==> src/rtl/pstd_pkg.sv <==
// Shared constants, types and arithmetic helpers of the peer score table.
package pstd_pkg;

    // Table geometry and field widths
    localparam int CAPACITY    = 64;
    localparam int SCORE_WIDTH = 32;
    localparam int KEY_W       = 64;
    localparam int DELTA_W     = 32;
    localparam int FIELD_W     = 32;
    localparam int STATUS_W    = 2;
    localparam int IDX_W       = (CAPACITY > 1) ? $clog2(CAPACITY) : 1;
    localparam int CNT_W       = IDX_W + 1;
    localparam int SUM_W       = ((SCORE_WIDTH > DELTA_W) ? SCORE_WIDTH : DELTA_W) + 1;
    localparam int PROD_W      = 2 * SCORE_WIDTH;

    // Decay subtracts the magnitude divided by DECAY_DIV, found with a reciprocal multiply
    localparam int DECAY_DIV   = 50;
    localparam int RECIP_SH    = SCORE_WIDTH + 5;
    localparam logic [SCORE_WIDTH-1:0] DECAY_RECIP =
        SCORE_WIDTH'((128'd1 << RECIP_SH) / DECAY_DIV);

    // Saturation limits at the widened sum width
    localparam logic signed [SUM_W-1:0] SCORE_MAX =
        {{(SUM_W-SCORE_WIDTH+1){1'b0}}, {(SCORE_WIDTH-1){1'b1}}};
    localparam logic signed [SUM_W-1:0] SCORE_MIN =
        {{(SUM_W-SCORE_WIDTH+1){1'b1}}, {(SCORE_WIDTH-1){1'b0}}};

    // Command codes
    localparam logic CMD_ADJUST = 1'b0;
    localparam logic CMD_TICK   = 1'b1;

    typedef enum logic [STATUS_W-1:0] {
        ST_OK   = 2'd0,
        ST_FULL = 2'd1,
        ST_TICK = 2'd2
    } t_status;

    typedef logic        [IDX_W-1:0]       t_idx;
    typedef logic        [CNT_W-1:0]       t_cnt;
    typedef logic        [KEY_W-1:0]       t_key;
    typedef logic signed [DELTA_W-1:0]     t_delta;
    typedef logic signed [SCORE_WIDTH-1:0] t_score;
    typedef logic signed [SUM_W-1:0]       t_sum;
    typedef logic signed [FIELD_W-1:0]     t_field;

    // Controller to datapath commands
    typedef struct packed {
        logic capture;
        logic scan_step;
        logic upd;
        logic tick_rd;
        logic tick_mul;
        logic tick_wb;
        logic load_out;
    } t_ctl_cmd;

    // Datapath to controller status
    typedef struct packed {
        logic scan_end;
        logic tick_vld;
        logic tick_last;
        logic out_free;
    } t_dp_sts;

    // Saturating add of a delta to a score
    function automatic t_score sat_add(input t_score old, input t_delta d);
        t_sum sum;
        sum = t_sum'(old) + t_sum'(d);
        if (sum > SCORE_MAX) begin
            sum = SCORE_MAX;
        end else if (sum < SCORE_MIN) begin
            sum = SCORE_MIN;
        end
        return sum[SCORE_WIDTH-1:0];
    endfunction

    // Score to output field: low bits, sign extended when narrower
    function automatic t_field to_field(input t_score s);
        t_sum w;
        w = t_sum'(s);
        return w[FIELD_W-1:0];
    endfunction

endpackage

==> src/rtl/pstd_ctrl.sv <==
// Controller: sequences the scan, update, decay walk and result hand-off.
module pstd_ctrl import pstd_pkg::*; (
    input  logic     i_clk,
    input  logic     i_rst_n,
    input  logic     i_in_valid,
    input  logic     i_in_cmd,
    output logic     o_in_ready,
    input  t_dp_sts  i_sts,
    output t_ctl_cmd o_cmd
);
    typedef enum logic [6:0] {
        S_IDLE   = 7'b0000001,
        S_SCAN   = 7'b0000010,
        S_UPD    = 7'b0000100,
        S_TK_RD  = 7'b0001000,
        S_TK_MUL = 7'b0010000,
        S_TK_WB  = 7'b0100000,
        S_RESP   = 7'b1000000
    } t_state;

    t_state r_state;
    t_state n_state;

    assign o_in_ready = r_state == S_IDLE;

    // Next state and commands
    always_comb begin
        n_state = r_state;
        o_cmd   = '0;
        case (r_state)
            S_IDLE: begin
                if (i_in_valid) begin
                    o_cmd.capture = 1'b1;
                    n_state = (i_in_cmd == CMD_TICK) ? S_TK_RD : S_SCAN;
                end
            end
            S_SCAN: begin
                o_cmd.scan_step = 1'b1;
                if (i_sts.scan_end) begin
                    n_state = S_UPD;
                end
            end
            S_UPD: begin
                o_cmd.upd = 1'b1;
                n_state = S_RESP;
            end
            S_TK_RD: begin
                o_cmd.tick_rd = 1'b1;
                if (i_sts.tick_vld) begin
                    n_state = S_TK_MUL;
                end else if (i_sts.tick_last) begin
                    n_state = S_RESP;
                end
            end
            S_TK_MUL: begin
                o_cmd.tick_mul = 1'b1;
                n_state = S_TK_WB;
            end
            S_TK_WB: begin
                o_cmd.tick_wb = 1'b1;
                n_state = i_sts.tick_last ? S_RESP : S_TK_RD;
            end
            S_RESP: begin
                if (i_sts.out_free) begin
                    o_cmd.load_out = 1'b1;
                    n_state = S_IDLE;
                end
            end
            default: begin
                n_state = S_IDLE;
            end
        endcase
    end

    always_ff @(posedge i_clk) begin
        if (!i_rst_n) begin
            r_state <= S_IDLE;
        end else begin
            r_state <= n_state;
        end
    end
endmodule

==> config.mk <==
export PLATFORM = sky130hd
export DESIGN_NAME = pstd_ctrl
export DESIGN_NICKNAME = d
export VERILOG_FILES = /design/src/rtl/pstd_pkg.sv /design/src/rtl/pstd_ctrl.sv
export SDC_FILE = /design/constraint.sdc
export NUM_CORES = 1
export LEC_CHECK = 0
export CORE_AREA = 5 5 42 44
export DETAILED_ROUTE_END_ITERATION = 12
export DIE_AREA = 0 0 47 49
export DONT_BUFFER_PORTS = 1
export SLEW_MARGIN = 20
export SYNTH_ARGS = -nofsm -noshare
export SYNTH_HDL_FRONTEND = slang
export SYNTH_SLANG_ARGS = --single-unit
==> constraint.sdc <==
create_clock -name i_clk -period 1.85 [get_ports i_clk]
set_input_delay 0.185 -clock i_clk [delete_from_list [all_inputs] [get_ports i_clk]]
set_output_delay 0.185 -clock i_clk [all_outputs]
set_load 0.01 [all_outputs]
* After elaboration in Yosys (flattened, before gate mapping)
Index checks and enable logic that the tools add are counted.
W data, S select, Z words.
** Word-level totals
- Logic and storage cells :: 30
- Output and inout bits :: 8
- Flip-flop bits (word level) :: 7
- Input port bits :: 8
** Cells by class
- Reductions and logical operators :: 1
- Equal/unequal tests :: 11
- Multiplexer cells :: 17
** Operators by type and width (count)
- $pmux W7 S7 :: 1
- $mux W7 :: 6
- $mux W1 :: 9
- $eq A7 B1 Y1 const B :: 1
- $eq A7 B2 Y1 const B :: 1
- $eq A7 B3 Y1 const B :: 1
- $eq A7 B4 Y1 const B :: 1
- $eq A7 B5 Y1 const B :: 1
- $eq A7 B6 Y1 const B :: 1
- $eq A7 B7 Y1 const B :: 1
- $ne A2 B2 Y1 const B :: 3
- $mux W4 :: 1
- $reduce_and A4 Y1 :: 1
- $ne A3 B3 Y1 const B :: 1

* Longest topological paths before layout
Gate-level depths: netlist (run 1).
- Word-level depth :: 3
- Depth in mapped cells :: 4
- Depth with buffers taken out :: 4

* Least setup slack after synthesis (run 1)
OpenSTA, ideal clock, no wires.
- Path kind :: flip-flop to flip-flop
- From :: register r_state[1]
- To :: register r_state[6]
- Clock period less this slack :: 1.701 ns
- Setup time :: 0.116 ns
- Arrival :: 1.584 ns
- Stages on the path, launching flop included :: 4
- Data required time :: 1.734 ns
- Setup slack :: 0.149 ns
- Path buffers :: 0
- Cells stage by stage :: dfxtp_1 or4_4 or4_4 a41o_1
** Between the ends
- Longest elaborated chain between the ends :: 3
- Elaborated cells on any way between the ends :: 13
- Classes of those cells :: eq/ne (11); mux (1); reduce/logical (1)
** Ends and longest elaborated chain
- start: declaration :: RTL line pstd_ctrl.sv:21 : t_state r_state;
- start signal: assignment :: RTL line pstd_ctrl.sv:79 : r_state <= n_state;
- $eq A7 B4 Y1, or another cell as far along :: RTL line pstd_ctrl.sv:30 : case (r_state)
- $ne A3 B3 Y1 (no source line) / $ne A2 B2 Y1 (equally long branches)
- $reduce_and A4 Y1 (no source line)
Several ways; a longest one is shown, not always the timed one.
A chain may end at the register's enable or synchronous reset.

==> metrics list, run 1 <==
* Run status: finished, final reports clean
- Placed Cells: 79
* Most flop-heavy register: r_state
- Total congestion overflow after global routing: 0
- Flip-flop and latch count after synthesis: 7
- Clock transition at the register clock pins on the worst setup and hold paths after CTS: 0.05 ns
* Launch instance of the worst min-delay path: i_rst_n
- Average cell area after synthesis: 7.63 um^2
- Post-route total power: 0.000382 W
* Cell-internal power: 0.000277 W
- For this run, the number of standard cells in the final layout without fillers is 83.
- Tcrit/Tclk final: 0.983
* Number of endpoints with negative hold slack in the final report: 0
* Buffers inserted during post-CTS setup optimization: 0
* Count of H-tree levels built during CTS: 1
- Total setup violations reported at the end of the flow: 0
* Routed length per instance: approximately 14 um
* Number of buffers inserted by port buffering: 0
- Along the worst hold path, the cell count comes to 1.
- Of all flip-flops after synthesis, the portion carrying an async set or reset was 0.
- Type of the setup path with the least slack: register to output pin
- Worst setup path start: r_state[1]$_SDFFE_PN0P_
- In this run the static leakage power is 0.230 nW.
* Final design utilization: 0.390
- In this run the count of I/O pins placed on the die edge is 16.
* Sequential share of power: 0.434
- Routed wire length: 1.13 mm
- In the final layout, the multi-input gates occupy 318 um^2.
- STA puts the critical path data arrival time at 1.63 ns.
- Flip-flop count of the largest register, all copies and words added: 7
- Global placement routability congestion: 0.824
- Final min period: 1.82 ns
- Setup crit start kind: register
* DR iter-0 viols: 6
- Worst setup skew after layout: 0.00201 ns
* Number of warnings printed during yosys synthesis: 0
- The critical path ends at o_cmd[6].
- In this run, CTS created clock tree buffers numbering 3.
- In the global route stage, overall resource usage came out at 0.111.
- The share of synthesized area in the top cell type comes to 0.306.
- Fmax: 550 MHz
- CTS Root Cell: sky130_fd_sc_hd__clkbuf_4
- Worst Path Required: 1.66 ns
- The tool flagged a number of max-cap violations equal to 0.
- The first global-routing pass estimated between 1.5 and 2 mm of wire.
- VDD sags by at most 0.000383 V.
* Part of the power in combinational logic: 0.221
* Reg area: 141 um^2
* Total power density per cell area: 699 mW/mm^2
- The netlist uses 25 different library cells.
- The initial utilization of the core area, before any placement, comes to 0.327.
- Total number of vias: 454
- In the final design database the tool counted 76 nets.
- Tightest slew margin relative to the limit: 0.746
* Die footprint: 0.00230 mm^2
- Traced cell by cell, the critical path runs through or4_4, or3_4, nor2_4.
* Synth top cells by count: 9 x sky130_fd_sc_hd__nor2_1, 7 x sky130_fd_sc_hd__dfxtp_1, 5 x sky130_fd_sc_hd__inv_1, 5 x sky130_fd_sc_hd__nand2b_1, 5 x sky130_fd_sc_hd__nor3_1
- Of the total power, the clock network draws 0.346.
* Worst setup EP type: output pin
- Unrepaired setup endpoints after global routing: true
- The detail route stage leaves a number of antenna-violating nets equal to 0.
- Net count after synthesis: 68
- 0 antenna diodes ended up in the layout.
- Summed over all nets, the switching power comes to 0.000105 W.
- Detailed Routing Iterations Pass 1: 4
* Switching fraction of total power: 0.276
- After synthesis the cells add up to between 400 and 500 um^2.
- In this run the vertical extent of the chip is 49 um.
- Final design area excluding fillers: 547 um^2
- Clock latency on the worst-skew pair, taken at its later pin, is ~0.25 ns.
- End of the worst register-to-register path: r_state[6]$_SDFFE_PN0P_
- Dpl hpwl: 936 um
- Via count of the first global-routing pass: approximately 440
* Final hold slack: 0.0652 ns
* Dominant cell type by area after synthesis: sky130_fd_sc_hd__dfxtp_1
* Cell with the biggest individual delay on the critical path: sky130_fd_sc_hd__or4_4
- Entering global routing, the biggest net connects 8 pins.
* Flop2flop setup slack: 0.10 ns
- After filler insertion, the fill cell instance count of the layout stands at roughly 160.
- Floorplan die width: 47 um
- In the routed layout, each cell is associated on average with a via count of 5.47.
- In the post-synthesis netlist, the cell with the most instances is sky130_fd_sc_hd__nor2_1.
* Largest fanout of any net on the critical path: 6
- The initial antenna violation count came to 0.
- Reg2Reg Depth: 3
- In the synthesized netlist the dominant register cell turns out to be sky130_fd_sc_hd__dfxtp_1.
- In this run the critical register-to-register path is launched from r_state[1]$_SDFFE_PN0P_.
- The critical path contains buffers and inverters numbering 0 combined.
- Cell types with the largest area share after synthesis: sky130_fd_sc_hd__dfxtp_1 31%, sky130_fd_sc_hd__nor2_1 7.4%, sky130_fd_sc_hd__nand2b_1 6.8%, sky130_fd_sc_hd__nor3_1 5.5%, sky130_fd_sc_hd__or4_4 4.9%
- Cells after Synth: 60
* Slew Limit Fails: 0
* Synthesis-to-layout area growth: 19.4%
- The clock passes through at most 2 buffers.
- The placed instances occupy a cell area of 500 um^2.
* Slew of the pin with the lowest slew margin: between 0.3 and 0.4 ns
- Maximum cell stage delay along the critical path: 0.55 ns
* Classification of the worst-slack hold path: primary input to register
- In the final layout, the registers with the most flip-flops are r_state (7).
- Counting every sink on the clock net gives 7.
- In this run the core area contains 14 standard-cell rows.
- Total core area: 0.00140 mm^2
* Number of flops mapped to enable cells by yosys: 0
- Sequential-to-total area share from yosys stat: 0.306
- Share of final-layout standard cells stronger than drive strength 1: 0.209
- TritonCTS built the clock tree.
- Among cell families on the critical path, the largest total delay comes from simple AND/OR/NAND/NOR gates.
- For this run, design rule violations remaining after detail routing come to 0.
- Cell count along the critical path: 3
-- worst register-to-register path, stage by stage, from the launching register on --
cell,delay (ns)
sky130_fd_sc_hd__dfxtp_2,0.33
sky130_fd_sc_hd__or4_4,0.55
sky130_fd_sc_hd__or4_4,0.52
sky130_fd_sc_hd__a41o_1,0.24
-- final cells by class --
type / instances / share of cell area
multi-input cells: 48 / 0.581
well taps: 16 / 0.0366
flip-flops and latches: 7 / 0.259
clock buffers: 4 / 0.0481
inverters: 5 / 0.0343
repair buffers: 3 / 0.0412
-- per-layer routing --
metal,GRT usage,part of all wire
met1,0.130,0.41
met2,0.172,0.50
met3,0.0517,0.075
met4,0.0415,0.0089
met5,0,0
-- placed cells by master (no fill, tap or decap) --
cell,instances
sky130_fd_sc_hd__buf_4,3
sky130_fd_sc_hd__or2b_1,1
sky130_fd_sc_hd__o22ai_1,2
sky130_fd_sc_hd__a21oi_1,1
sky130_fd_sc_hd__a41o_1,2
sky130_fd_sc_hd__nor4b_2,1
sky130_fd_sc_hd__and4_1,2
sky130_fd_sc_hd__nor4bb_1,1
sky130_fd_sc_hd__nor2_1,8
sky130_fd_sc_hd__or2_2,1
sky130_fd_sc_hd__nor4_1,1
sky130_fd_sc_hd__a32o_1,1
sky130_fd_sc_hd__nor2_4,1
sky130_fd_sc_hd__a21boi_0,1
sky130_fd_sc_hd__clkbuf_1,1
sky130_fd_sc_hd__or4_4,2
sky130_fd_sc_hd__nand4b_1,1
sky130_fd_sc_hd__and3_1,1
sky130_fd_sc_hd__nand2_1,4
sky130_fd_sc_hd__dfxtp_1,6
sky130_fd_sc_hd__a31oi_1,1
sky130_fd_sc_hd__xnor2_1,1
sky130_fd_sc_hd__inv_2,1
sky130_fd_sc_hd__or3_4,1
sky130_fd_sc_hd__nand2b_1,5
sky130_fd_sc_hd__clkbuf_4,3
sky130_fd_sc_hd__dfxtp_2,1
sky130_fd_sc_hd__inv_1,4
sky130_fd_sc_hd__o21ai_0,2
sky130_fd_sc_hd__o21a_1,1
sky130_fd_sc_hd__nor3_1,5
sky130_fd_sc_hd__or3_1,1
-- power by group through the flow --
stage / logic (W) / registers (W) / clock network (W)
5_1_grt: 0.0000916 / 0.000166 / 0.000157
4_1_cts: 0.0000828 / 0.000165 / 0.000138
2_1_floorplan: 0.0000610 / 0.000166 / 0
3_3_place_gp: 0.0000736 / 0.000168 / 0
3_5_place_dp: 0.0000730 / 0.000168 / 0
6_report: 0.0000843 / 0.000166 / 0.000132
-- how the worst min path moves through the flow --
stage                                    to  slack (ns)
finish              r_state[1]$_SDFFE_PN0P_        0.07
global route        r_state[1]$_SDFFE_PN0P_        0.04
CTS                 r_state[1]$_SDFFE_PN0P_        0.06
detailed placement  r_state[1]$_SDFFE_PN0P_        0.32
global placement    r_state[1]$_SDFFE_PN0P_        0.32
floorplan           r_state[1]$_SDFFE_PN0P_        0.30
-- timing repair --
item,in CTS,in global routing
pin swaps,1,0
hold buffers,0,0
setup endpoints to repair,2,4
endpoints found under the hold margin,0,0
gates resized for setup,3,3
-- through the flow --
step	setup slack (ns)	TNS, ns
floorplan	0.149	0
global placement	0.117	0
detailed placement	0.103	0
CTS	0.00920	0
global route	-0.0279	-0.0279
finish	0.0313	0
-- logic make-up (layout without fill, tap and decap cells) --
logic type	Yosys count	count (layout)	share of synthesized area
flops	7	7	0.306
xor+xnor	1	1	0.0191
compound gates	11	11	0.172
buf+inv	5	12	0.0410
simple gates	36	36	0.462
Note: power is estimated with default switching activity, not from simulation.
==> inputs of run 2 (changes only) <==
- CTS_CLUSTER_SIZE: unset -> 8
- HOLD_SLACK_MARGIN: unset -> 0.08
==> metrics list, run 2 (synthesized netlist as in run 1, its figures left out) <==
- The flow ran to the end, and the final reports show no timing, DRC or antenna violations.
- Total core area: 0.00140 mm^2 (unchanged)
- Clock transition at the register clock pins on the worst setup and hold paths after CTS: 0.05 ns (about the same)
- The largest registers in the layout are r_state (7).
* Switching fraction of total power: 0.276 (about the same)
- Total power density per cell area: 672 mW/mm^2 (-3.7%)
- The wire length of the first global-routing pass came to 1.90 mm (+3.0%).
- Highest-count cells in the layout ignoring fill and taps: 8 x sky130_fd_sc_hd__nor2_1, 6 x sky130_fd_sc_hd__dfxtp_1, 5 x sky130_fd_sc_hd__nand2b_1, 5 x sky130_fd_sc_hd__nor3_1
* Routed length per instance: 13.8 um (+2.1%)
- Tcrit/Tclk final: 0.983 (about the same)
- Buffers inserted during post-CTS setup optimization: 0 (unchanged)
* Worst setup EP type: output pin
- Floorplan die width: 47 um (unchanged)
* Tightest slew margin relative to the limit: 0.745 (-0.000958)
* Slew Limit Fails: 0 (unchanged)
* Flip-flop count of the largest register, all copies and words added: 7 (unchanged)
* Number of buffers inserted by port buffering: 0 (unchanged)
- Most frequent standard cell in the layout excluding fill and tap cells: sky130_fd_sc_hd__nor2_1
- Ant diodes: 0 (unchanged)
- DR iter-0 viols: 10 (+4)
- The site row count came to 14 (unchanged).
- Nets: 79 (+3.9%)
- Counting flops per register, the top entry is r_state.
- Dpl hpwl: 936 um (unchanged)
* Number of nets with antenna violations after detailed routing: 0 (unchanged)
- Number of endpoints with negative hold slack in the final report: 0 (unchanged)
- Unrepaired setup endpoints after global routing: true
- The height of the chip was 49 um (unchanged).
- The number of top-level pins was 16 (unchanged).
- Count of H-tree levels built during CTS: 1 (unchanged)
- The slew at the pin closest to its max-slew limit was 0.380 ns (+0.00143 ns).
* Global placement routability congestion: 0.824 (unchanged)
- Clock network fraction of design power: 0.340 (-0.006)
* Worst setup skew after layout: 0.00201 ns (+0.000000720 ns)
- TritonCTS built the clock tree.
- The number of buffers on the longest clock path was 2 (unchanged).
* Maximum cell stage delay along the critical path: 0.55 ns (about the same)
- The net switching power figure is 0.000107 W (+1.7%).
* Fmax: 550 MHz (about the same)
* Synthesis-to-layout area growth: 26.0%
* Maximum capacitance violations: 0 (unchanged)
* Classification of the worst-slack hold path: primary input to register
- Routed wire length: 1.19 mm (+5.8%)
- The number of setup violations in the final report came to 0 (unchanged).
* Detailed Routing Iterations Pass 1: 4 (unchanged)
- The die area came to 0.00230 mm^2 (unchanged).
* Arrival time worst endpoint: 1.63 ns (about the same)
* CTS Root Cell: sky130_fd_sc_hd__clkbuf_4
- The TritonCTS sink count is 7 (unchanged).
- # DRC: 0 (unchanged)
- The maximum vdd ir drop came to 0.000384 V (+0.17%).
- Setup crit start kind: register
- Via count of the first global-routing pass: 447 (+2.3%)
- Number of antenna violations at the first check in global routing: 0 (unchanged)
- The required time at the worst-slack endpoint is 1.66 ns (about the same).
- The clock insertion delay at the later pin of the skew report is 0.24 ns (about the same).
- Sequential share of power: 0.427 (-0.007)
- The largest individual stage delay along the critical path comes from the cell sky130_fd_sc_hd__or4_4.
- The remaining global-route overflow was 0 (unchanged).
* Total number of vias: 461 (+1.5%)
- Cell-internal power: 0.000281 W (+1.5%)
- Largest fanout of any net on the critical path: 6 (unchanged)
- Starting utilization of the core area: 0.327 (unchanged)
- Cells traversed along the worst timing path: or4_4, or3_4, nor2_4
- Via-to-Cell Ratio: 5.36 (-2.0%)
- The shortest period the worst path allows came to 1.82 ns (-0.000685 ns).
* Static Leakage: 0.242 nW (+5.5%)
- The largest net degree at the start of global routing is 8 (unchanged).
- Gr usage total: 0.115 (+0.00353)
- The worst hold slack was 0.0971 ns (+0.0319 ns).
- Part of the power in combinational logic: 0.233 (+0.012)
- The number of buffers created by CTS came to 3 (unchanged).
* Share of final-layout standard cells stronger than drive strength 1: 0.200 (-0.00896)
- Total negative setup slack: 0 ns (unchanged)
- The critical path is of the register to output pin type.
-- run 2: changes by cell type in the layout (fill, tap and decap cells not counted), sizes merged --
cell | previous run | this run
dlygate4sd3 | 0 | 3
-- run 2: metal layers --
| metal | wire (um) | track usage |
|---|---|---|
| met5 | 0 | 0 |
| met4 | 10 | 0.0415 |
| met3 | 80 | 0.0517 |
| met2 | 589 | 0.179 |
| met1 | 509 | 0.135 |
-- run 2: power groups by stage --
stage / combinational [W] / sequential, W / clock [W]
after detailed placement: 0.0000730 / 0.000168 / 0
after global routing: 0.0000976 / 0.000166 / 0.000157
after floorplan: 0.0000610 / 0.000166 / 0
final: 0.0000905 / 0.000166 / 0.000132
after global placement: 0.0000736 / 0.000168 / 0
after CTS: 0.0000852 / 0.000165 / 0.000138
-- run 2: repair_timing --
action | 4_1_cts | 5_1_grt
pin swaps | 1 | 0
hold buffers | 1 | 2
endpoints found under the hold margin | 2 | 2
resized for setup | 3 | 3
setup endpoints to repair | 2 | 4
-- run 2: path summary, 6_finish.rpt --
kind / start / to / slack (ns) / cells past startpoint
worst min register to register: r_state[1]$_SDFFE_PN0P_ / r_state[0]$_SDFFE_PN1P_ / 0.69 / 2
worst max register to register: r_state[1]$_SDFFE_PN0P_ / r_state[6]$_SDFFE_PN0P_ / 0.10 / 3
worst max-delay path: r_state[1]$_SDFFE_PN0P_ / o_cmd[6] / 0.03 / 3
worst min-delay path: i_rst_n / r_state[4]$_SDFFE_PN0P_ / 0.1 / 1
-- run 2: cell type report --
| class | count | area (um^2) |
|---|---|---|
| clock buffers | 4 | 26.3 |
| repair buffers | 6 | 52.6 |
| well taps | 16 | 20.0 |
| fillers | 162 | 825 |
| flip-flops and latches | 7 | 141 |
| multi-input cells | 48 | 318 |
| inverters | 5 | 18.8 |
-- run 2: through the flow --
step,area [um^2],utilization,power [W],std cells,worst slack (ns)
3_5_place_dp,500,0.357,0.000241,79,0.103
5_1_grt,577,0.412,0.000420,86,-0.0279
2_1_floorplan,458,-,0.000227,60,0.149
6_report,577,0.412,0.000388,86,0.0319
4_1_cts,549,0.392,0.000388,84,0.00920
3_3_place_gp,500,0.357,0.000241,79,0.117
-- run 2: critical path, delay by kind of cell, from the launching register on --
kind,cells,cell delay [ns]
DFF,1,0.33
and+or+nand+nor,3,1.06
